**src/rtl/itoa_pkg.sv**
```systemverilog
// ----------------------------------------------------------------------------
// itoa_pkg
// Shared types, constants and helpers for the integer to ASCII digit block.
// ----------------------------------------------------------------------------
package itoa_pkg;

    localparam int VALUE_W        = 32;
    localparam int KIND_W         = 1;
    localparam int CHAR_W         = 7;
    localparam int VALUE_BITS_DEF = 32;

    localparam logic [KIND_W-1:0] KIND_DEC = 1'b0;
    localparam logic [KIND_W-1:0] KIND_HEX = 1'b1;

    localparam logic [CHAR_W-1:0] ASCII_ZERO    = 7'd48;  // '0'
    localparam logic [CHAR_W-1:0] ASCII_HEX_OFS = 7'd87;  // 'W' = 'a' - 10
    localparam logic [3:0]        DEC_MAX       = 4'd9;
    localparam logic [3:0]        DABBLE_LIMIT  = 4'd5;
    localparam logic [3:0]        DABBLE_ADD    = 4'd3;

    typedef struct packed {
        logic [VALUE_W-1:0] value;
        logic [KIND_W-1:0]  kind;
    } item_t;

    typedef struct packed {
        logic [CHAR_W-1:0] digit_char;
        logic              last;
    } digit_t;

    typedef enum logic [1:0] {
        ST_IDLE,
        ST_CONVERT,
        ST_SKIP,
        ST_EMIT
    } state_t;

    typedef struct packed {
        logic load;
        logic dabble;
        logic shift;
        logic emit;
    } cmd_t;

    typedef struct packed {
        logic conv_done;
        logic top_zero;
        logic one_left;
        logic out_free;
    } status_t;

    // Upper bound on decimal digits of an n-bit value (1233/4096 ~ log10(2)).
    function automatic int dec_digits(input int n);
        return ((n * 1233) >> 12) + 1;
    endfunction

    function automatic int max_int(input int a, input int b);
        return (a > b) ? a : b;
    endfunction

    function automatic logic [CHAR_W-1:0] to_char(input logic [3:0] d);
        logic [CHAR_W-1:0] d_ext;
        d_ext = CHAR_W'(d);
        return (d <= DEC_MAX) ? (ASCII_ZERO + d_ext) : (ASCII_HEX_OFS + d_ext);
    endfunction

endpackage

```
**src/rtl/itoa_ctrl.sv**
```systemverilog
// ----------------------------------------------------------------------------
// itoa_ctrl
// Sequencer: load, binary to BCD conversion, leading zero skip, digit emit.
// ----------------------------------------------------------------------------
module itoa_ctrl (
    input  logic                           clk,
    input  logic                           rst_n,
    input  logic                           item_valid,
    input  logic [itoa_pkg::KIND_W-1:0]    kind,
    output logic                           item_ready,
    input  itoa_pkg::status_t              status,
    output itoa_pkg::cmd_t                 cmd
);

    itoa_pkg::state_t state_reg;
    itoa_pkg::state_t state_next;

    always_ff @(posedge clk or negedge rst_n)
    begin
        if (!rst_n)
        begin
            state_reg <= itoa_pkg::ST_IDLE;
        end
        else
        begin
            state_reg <= state_next;
        end
    end

    always_comb
    begin
        state_next = state_reg;
        cmd        = '0;
        item_ready = 1'b0;
        case (state_reg)
            itoa_pkg::ST_IDLE:
            begin
                item_ready = 1'b1;
                if (item_valid)
                begin
                    cmd.load = 1'b1;
                    if (kind == itoa_pkg::KIND_HEX)
                    begin
                        state_next = itoa_pkg::ST_SKIP;
                    end
                    else
                    begin
                        state_next = itoa_pkg::ST_CONVERT;
                    end
                end
            end
            itoa_pkg::ST_CONVERT:
            begin
                if (status.conv_done)
                begin
                    state_next = itoa_pkg::ST_SKIP;
                end
                else
                begin
                    cmd.dabble = 1'b1;
                end
            end
            itoa_pkg::ST_SKIP:
            begin
                if (status.top_zero && !status.one_left)
                begin
                    cmd.shift = 1'b1;
                end
                else
                begin
                    state_next = itoa_pkg::ST_EMIT;
                end
            end
            itoa_pkg::ST_EMIT:
            begin
                if (status.out_free)
                begin
                    cmd.emit = 1'b1;
                    if (status.one_left)
                    begin
                        state_next = itoa_pkg::ST_IDLE;
                    end
                end
            end
            default:
            begin
                state_next = itoa_pkg::ST_IDLE;
            end
        endcase
    end

endmodule

```
**src/rtl/itoa_dp.sv**
```systemverilog
// ----------------------------------------------------------------------------
// itoa_dp
// Digit register with shift-add-3 BCD conversion, digit shifter and
// output register.
// ----------------------------------------------------------------------------
module itoa_dp #(
    parameter int VALUE_BITS = itoa_pkg::VALUE_BITS_DEF
) (
    input  logic                clk,
    input  logic                rst_n,
    input  itoa_pkg::item_t     item,
    input  itoa_pkg::cmd_t      cmd,
    output itoa_pkg::status_t   status,
    output logic                digit_valid,
    input  logic                digit_ready,
    output itoa_pkg::digit_t    digit
);

    localparam int DEC_DIGITS = itoa_pkg::dec_digits(VALUE_BITS);
    localparam int HEX_DIGITS = (VALUE_BITS + 3) / 4;
    localparam int NDIG       = itoa_pkg::max_int(DEC_DIGITS, HEX_DIGITS);
    localparam int DW         = NDIG * 4;
    localparam int CNT_W      = $clog2(NDIG + 1);
    localparam int BCNT_W     = $clog2(VALUE_BITS + 1);

    logic [VALUE_BITS-1:0] bin_reg, bin_next;
    logic [DW-1:0]         dig_reg, dig_next;
    logic [BCNT_W-1:0]     bits_reg, bits_next;
    logic [CNT_W-1:0]      cnt_reg, cnt_next;
    logic                  out_valid_reg, out_valid_next;
    itoa_pkg::digit_t      out_reg, out_next;

    logic [DW-1:0]         adj;
    logic [3:0]            top;
    logic [VALUE_BITS-1:0] val_in;

    assign val_in = VALUE_BITS'(item.value);
    assign top    = dig_reg[DW-1 -: 4];

    always_comb
    begin
        for (int i = 0; i < NDIG; i++)
        begin
            adj[i*4 +: 4] = (dig_reg[i*4 +: 4] >= itoa_pkg::DABBLE_LIMIT)
                          ? dig_reg[i*4 +: 4] + itoa_pkg::DABBLE_ADD
                          : dig_reg[i*4 +: 4];
        end
    end

    always_comb
    begin
        bin_next       = bin_reg;
        dig_next       = dig_reg;
        bits_next      = bits_reg;
        cnt_next       = cnt_reg;
        out_valid_next = out_valid_reg;
        out_next       = out_reg;

        if (out_valid_reg && digit_ready)
        begin
            out_valid_next = 1'b0;
        end

        if (cmd.load)
        begin
            cnt_next  = CNT_W'(NDIG);
            bits_next = BCNT_W'(VALUE_BITS);
            bin_next  = val_in;
            if (item.kind == itoa_pkg::KIND_HEX)
            begin
                dig_next = DW'(val_in);
            end
            else
            begin
                dig_next = '0;
            end
        end
        else if (cmd.dabble)
        begin
            {dig_next, bin_next} = {adj[DW-2:0], bin_reg, 1'b0};
            bits_next            = bits_reg - BCNT_W'(1);
        end
        else if (cmd.shift || cmd.emit)
        begin
            dig_next = {dig_reg[DW-5:0], 4'd0};
            cnt_next = cnt_reg - CNT_W'(1);
            if (cmd.emit)
            begin
                out_valid_next      = 1'b1;
                out_next.digit_char = itoa_pkg::to_char(top);
                out_next.last       = (cnt_reg == CNT_W'(1));
            end
        end
    end

    always_ff @(posedge clk or negedge rst_n)
    begin
        if (!rst_n)
        begin
            out_valid_reg <= 1'b0;
            bits_reg      <= '0;
            cnt_reg       <= '0;
        end
        else
        begin
            out_valid_reg <= out_valid_next;
            bits_reg      <= bits_next;
            cnt_reg       <= cnt_next;
        end
    end

    always_ff @(posedge clk)
    begin
        bin_reg <= bin_next;
        dig_reg <= dig_next;
        out_reg <= out_next;
    end

    assign status.conv_done = (bits_reg == '0);
    assign status.top_zero  = (top == 4'd0);
    assign status.one_left  = (cnt_reg == CNT_W'(1));
    assign status.out_free  = !out_valid_reg || digit_ready;

    assign digit_valid = out_valid_reg;
    assign digit       = out_reg;

endmodule

```
**src/rtl/int_to_ascii_digits.sv**
```systemverilog
// Sequence per number: load, shift-add-3 conversion (decimal only, skipped for hex), leading
// zero positions skipped one by one, a turnaround into emit, then one digit per cycle unless the output stalls.
// One number at a time; the next is taken the cycle after the final digit is registered.
// Reset (rst_n, async, active low) returns the sequencer to idle and empties the output.
// ----------------------------------------------------------------------------
// int_to_ascii_digits
// Converts an unsigned value to ASCII digits, decimal or lowercase hex,
// most significant first, one transaction per digit.
// ----------------------------------------------------------------------------
module int_to_ascii_digits #(
    parameter int VALUE_BITS = itoa_pkg::VALUE_BITS_DEF
) (
    input  logic              clk,
    input  logic              rst_n,
    input  logic              item_valid,
    output logic              item_ready,
    input  itoa_pkg::item_t   item,
    output logic              digit_valid,
    input  logic              digit_ready,
    output itoa_pkg::digit_t  digit
);

    itoa_pkg::cmd_t    cmd;
    itoa_pkg::status_t status;

    itoa_ctrl u_ctrl (
        .clk        (clk),
        .rst_n      (rst_n),
        .item_valid (item_valid),
        .kind       (item.kind),
        .item_ready (item_ready),
        .status     (status),
        .cmd        (cmd)
    );

    itoa_dp #(
        .VALUE_BITS (VALUE_BITS)
    ) u_dp (
        .clk         (clk),
        .rst_n       (rst_n),
        .item        (item),
        .cmd         (cmd),
        .status      (status),
        .digit_valid (digit_valid),
        .digit_ready (digit_ready),
        .digit       (digit)
    );

endmodule

```
**config.mk**
```make
export PLATFORM = sky130hd
export DESIGN_NAME = int_to_ascii_digits
export DESIGN_NICKNAME = d
export VERILOG_FILES = /design/src/rtl/itoa_pkg.sv /design/src/rtl/itoa_ctrl.sv /design/src/rtl/itoa_dp.sv /design/src/rtl/int_to_ascii_digits.sv
export SDC_FILE = /design/constraint.sdc
export NUM_CORES = 1
export LEC_CHECK = 0
export BUFFER_PORTS_ARGS = -buffer_cell sky130_fd_sc_hd__clkbuf_2
export CAP_MARGIN = 0
export CORE_MARGIN = 2
export CORE_UTILIZATION = 54
export CTS_CLUSTER_DIAMETER = 100
export CTS_CLUSTER_SIZE = 10
export DETAILED_ROUTE_END_ITERATION = 12
export PLACE_DENSITY = 0.78
export SLEW_MARGIN = 20
export SYNTH_ARGS = -nofsm -noshare
export SYNTH_HDL_FRONTEND = slang
export SYNTH_HIERARCHICAL = 1
export SYNTH_SLANG_ARGS = --single-unit
```
**constraint.sdc**
```tcl
create_clock -name clk -period 2.9 [get_ports clk]
set_input_delay 0.145 -clock clk [delete_from_list [all_inputs] [get_ports clk]]
set_output_delay 0.145 -clock clk [all_outputs]
set_load 0.05 [all_outputs]
```
After elaboration in Yosys (flattened, before gate mapping)
Cells that the tools add are included.

Input bits: 37. Flip-flop bits (word level): 93. Logic and storage cells: 103. Output and inout bits: 10.

Equality and inequality tests: 10. Order comparisons: 11. Bitwise operators: 2. $add $sub $neg: 14. Multiplexer cells: 43. Reductions and logical operators: 15.

Operators by type and width (count): 40-bit 2-to-1 mux (3); 32-bit 2-to-1 mux (3); 4-bit 2-to-1 mux (12); 4-bit by 3-bit >= comparator with 1-bit output (second input constant) (10); 4-bit by 2-bit adder with 4-bit output (second input constant) (9); 1-bit 2-to-1 mux (14); 2-bit 2-to-1 mux (6); 6-bit 2-to-1 mux (2); 2-bit inequality test (second input constant) (4); 2-bit one-hot mux with 4 select lines (1); 6-bit by 4-bit adder with 7-bit output (first input constant) (1); 7-bit by 4-bit adder with 7-bit output (first input constant) (1); 7-bit 2-to-1 mux (1); 6-bit zero test (1); 6-bit by 1-bit subtractor with 6-bit output (second input constant) (1); 5-bit AND reduction (1); 2-bit equality test (second input constant) (2); 4-bit by 1-bit equality test with 1-bit output (second input constant) (1); 4-bit <= comparator (second input constant) (1); 4-bit zero test (1); 2-bit by 1-bit inequality test with 1-bit output (second input constant) (2); 4-bit AND reduction (1); 2-bit nonzero test (2); 4-bit by 1-bit subtractor with 4-bit output (second input constant) (1); other kinds (10) (14).

Depth between registers and ports, before layout
Word-level depth: 9. Mapped depth: 10. Gate-level depth less buffers: 8.

By module
Netlist, hierarchy kept.

Modules (own cells, without submodules): itoa_dp (instances 1, sequential area each 2677.6 um^2, cells each 440, area an instance 5101.1 um^2); itoa_ctrl (instances 1, sequential area each 50.0 um^2, cells each 20, area an instance 220.2 um^2).

Worst setup path after synthesis
Ideal clock, no wire load.

Path type: reg2reg. Start point: register u_ctrl.state_reg[0]. End point: register u_dp.dig_reg[0], enable pin. Library setup time: 398 ps. Path slack: 0 ps. Data required time: 2502 ps. Buffers on the path: 2. Arrival: 2502 ps. Cell stages (with the launch flop): 8. Clock period less this slack: 2900 ps. Path through: dfrtp_1 > inv_1 > ha_1 > and2_2 > buf_6 > nor2_4 > buf_2 > nand2_1.

RTL lines: start, declared (line itoa_ctrl.sv:15) `itoa_pkg::state_t state_reg;`; start signal, assigned (line itoa_ctrl.sv:22) `state_reg <= itoa_pkg::ST_IDLE;`; start signal, assigned (line itoa_ctrl.sv:26) `state_reg <= state_next;`; end signal, assigned (line itoa_dp.sv:115) `dig_reg <= dig_next;`; end, declared (line itoa_dp.sv:27) `logic [DW-1:0] dig_reg, dig_next;`.

==> load_flow_metrics.sql <==
INSERT INTO impl_metrics (metric_group, metric, value, unit) VALUES
('synthesis', 'synth.net_count', '525', ''),
('layout', 'fill_cells', '772', ''),
('power', 'ir_worst_vdd', '657', 'uV'),
('timing', 'tightestPinTransition', '0.787', 'ns'),
('timing', 'fin_setup_tns', '0', 'ns'),
('layout', 'final_nets', '568', ''),
('layout', 'layout.area.seq', '2730', 'sq um'),
('layout', 'antenna-diode-count', '0', ''),
('layout', 'total_area_of_multi_input_combinational_cells', '2350', 'sq um'),
('floorplanning', 'start_util', '0.549', ''),
('drt', 'routed_wl', '10600', 'microns'),
('clock_tree', 'clkTransAtPathRegs', '0.09', 'ns'),
('placement', 'place.detailed.instances', '624', ''),
('floorplanning', 'core_area', '9680', 'sq um'),
('drt', 'final_antenna_net_count', '0', ''),
('worst_setup_path', 'timing.setup.critical_path_class', 'reg -> reg', ''),
('timing', 'max_freq', '419', 'MHz'),
('worst_setup_path', 'crit_arrival', '2.63', 'ns'),
('synthesis', 'syn_area_per_cell', '11.6', 'sq um'),
('worst_setup_path', 'timing.critical_path.required', '3.14', 'ns'),
('global_routing', 'maximum_number_of_pins_on_one_net_before_global_route_repair', '46', ''),
('floorplanning', 'die-width', '103', 'microns'),
('floorplanning', 'fp.dieArea', '10700', 'sq um'),
('synthesis', 'ys_top_cells_by_area', 'edfxtp_1 (45%), mux2_2 (8.7%), ha_1 (6.6%)', ''),
('placement', 'dp_hpwl', '7150', 'microns'),
('synthesis', 'synth.ff_latch_count', '93', ''),
('drt', 'drc', '0', ''),
('floorplanning', 'chipHeight', '103', 'microns'),
('timing', 'hold_violations', '0', ''),
('synthesis', 'leading_area_contributor_after_synthesis', 'edfxtp_1', ''),
('power', 'cellPowerDensity', '1260', 'nW/um^2'),
('synthesis', 'synth.distinct_cells', '50', ''),
('clock_tree', 'cts_buffer_depth', '2', ''),
('timing', 'period_needed', '2.38', 'ns'),
('timing', 'finalClockSkew', '0.0114', 'ns'),
('worst_setup_path', 'crit_path_end', 'u_dp/cnt_reg[3]', ''),
('synthesis', 'yosysWarningCount', '6', ''),
('synthesis', 'synth_area', '5320', 'sq um'),
('clock_tree', 'cts_tree', 'built', ''),
('outcome', 'outcome', 'finished, final reports clean', ''),
('min_path', 'hold_path.class', 'in -> reg', ''),
('global_routing', 'grt_first_pass_wirelength', '17400', 'microns'),
('drt', 'detail_route.wl_per_cell', '16.5', 'microns'),
('timing', 'grt_setup_unrepaired', 'false', ''),
('timing', 'setup_viol', '0', ''),
('power', 'fin_total_pwr', '0.00743', 'W'),
('synthesis', 'commonest_cells_post_synth', 'edfxtp_1 (80), mux2_2 (41), o21ai_0 (39), inv_1 (29), nand3_1 (29)', ''),
('drt', 'route.vias.total', '3789', ''),
('clock_tree', 'clockRootBuffer', 'clkbuf_8', ''),
('global_routing', 'track_usage', '0.211', ''),
('global_routing', 'grt_pass1_vias', '3673', ''),
('clock_tree', 'cts-htree-levels', '3', ''),
('synthesis', 'synth_enable_flop_cells', '80', ''),
('timing', 'slew_viol_final', '0', ''),
('global_routing', 'antenna_found_initial', '0', ''),
('clock_tree', 'clk-insertion-delay-late', '0.35', 'ns'),
('worst_setup_path', 'timing.critical_path.from_type', 'register', ''),
('worst_setup_path', 'worstSetupEndpointType', 'register', ''),
('synthesis', 'async_reset_ff_frac', '0.140', ''),
('worst_setup_path', 'worst_reg2reg_startpoint', 'u_dp/bits_reg[0]', ''),
('layout', 'largest_register_ffs', '40', ''),
('worst_setup_path', 'path_max_fanout', '13', ''),
('job', 'maxCapViolCount', '0', ''),
('worst_setup_path', 'worst_setup_path_startpoint', 'u_dp/bits_reg[0]', ''),
('layout', 'area_growth', '11.1', '%'),
('timing', 'post-route-period-util', '0.822', ''),
('layout', 'final_cell_count_no_fill', '641', ''),
('floorplanning', 'fp-row-count', '36', ''),
('synthesis', 'post-synth-top-area-fraction', '0.451', ''),
('worst_setup_path', 'rr_worst_depth', '8', ''),
('layout', 'final_layout_size_suffix_gt1_frac', '0.242', '');
[cell usage in the layout (no fill, tap or decap), types with 11 or more instances in the layout]
master,count
nand3_1,29
a32oi_1,15
ha_1,28
nand2_1,28
nor2_1,13
dfrtp_1,13
nand2b_1,11
nor3b_1,18
clkbuf_2,46
inv_1,29
edfxtp_1,80
o21ai_0,39
mux2_2,41
a21oi_1,20
[kinds of logic (layout without fill, tap and decap cells)]
group | after synthesis | in the layout | synth area share
simple gates | 127 | 127 | 0.137
compound gates | 102 | 102 | 0.126
fa+ha+maj | 28 | 28 | 0.0658
flops | 93 | 93 | 0.513
xor+xnor | 11 | 11 | 0.0181
buf+inv | 54 | 102 | 0.0468
mux | 45 | 45 | 0.0943
[where the power goes]
| part | internal (W) | total, W | leakage, nW | switching [W] |
|---|---|---|---|---|
| Sequential | 0.00257 | 0.00306 | 0.932 | 0.000494 |
| Clock | 0.000579 | 0.00105 | 0.121 | 0.000474 |
| Combinational | 0.00136 | 0.00332 | 1.18 | 0.00196 |
[timing repair]
item,4_1_cts,5_1_grt
endpoints found under the hold margin,13,0
hold buffers,1,0
buffers inserted,0,0
[critical path, cell delays in order (launching register included)]
cell and delay [ns]:
dfrtp_1 0.42, inv_1 0.10, ha_1 0.20, and3b_1 0.20
nor2b_4 0.34, nor2b_1 0.65, nor3_2 0.12, xnor2_1 0.18
nand2_1 0.07
[per-stage QoR]
step	cell area, sq um	setup WS, ns	hold slack [ns]
after floorplan	5320	0.000223	-0.151
after global placement	5660	0.651	0.0660
after detailed placement	5660	0.574	0.0675
after CTS	5910	0.541	0.0781
after global routing	5910	0.418	0.101
final	5910	0.515	0.0895
[layer usage]
| layer | global-route usage | vias to the layer above | routed length (microns) |
|---|---|---|---|
| li1 | - | 1816 | - |
| met1 | 0.288 | 1828 | 4610 |
| met2 | 0.349 | 127 | 5200 |
| met3 | 0.0329 | 18 | 563 |
| met4 | 0.0709 | 0 | 169 |
| met5 | 0 | - | 0 |
[layout make-up]
cell class	instances	area share
clock buffers	9	0.0209
clock inverters	7	0.0207
inverters	30	0.0193
multi-input cells	313	0.398
flip-flops and latches	93	0.461
well taps	133	0.0281
repair buffers	56	0.0520
[worst min path at each step]
stage	slack (ns)	from	endpoint	cells after the start
after global placement	0.07	rst_n	u_dp/digit_valid	1
after detailed placement	0.07	rst_n	u_dp/bits_reg[2]	1
after global routing	0.10	digit_ready	u_dp/digit_valid	3
final	0.09	digit_ready	u_dp/digit_valid	3
after CTS	0.08	digit_ready	u_dp/digit_valid	3
after floorplan	-0.15	rst_n	u_ctrl/state_reg[0]	0
Note: power is estimated with default switching activity, not from simulation.
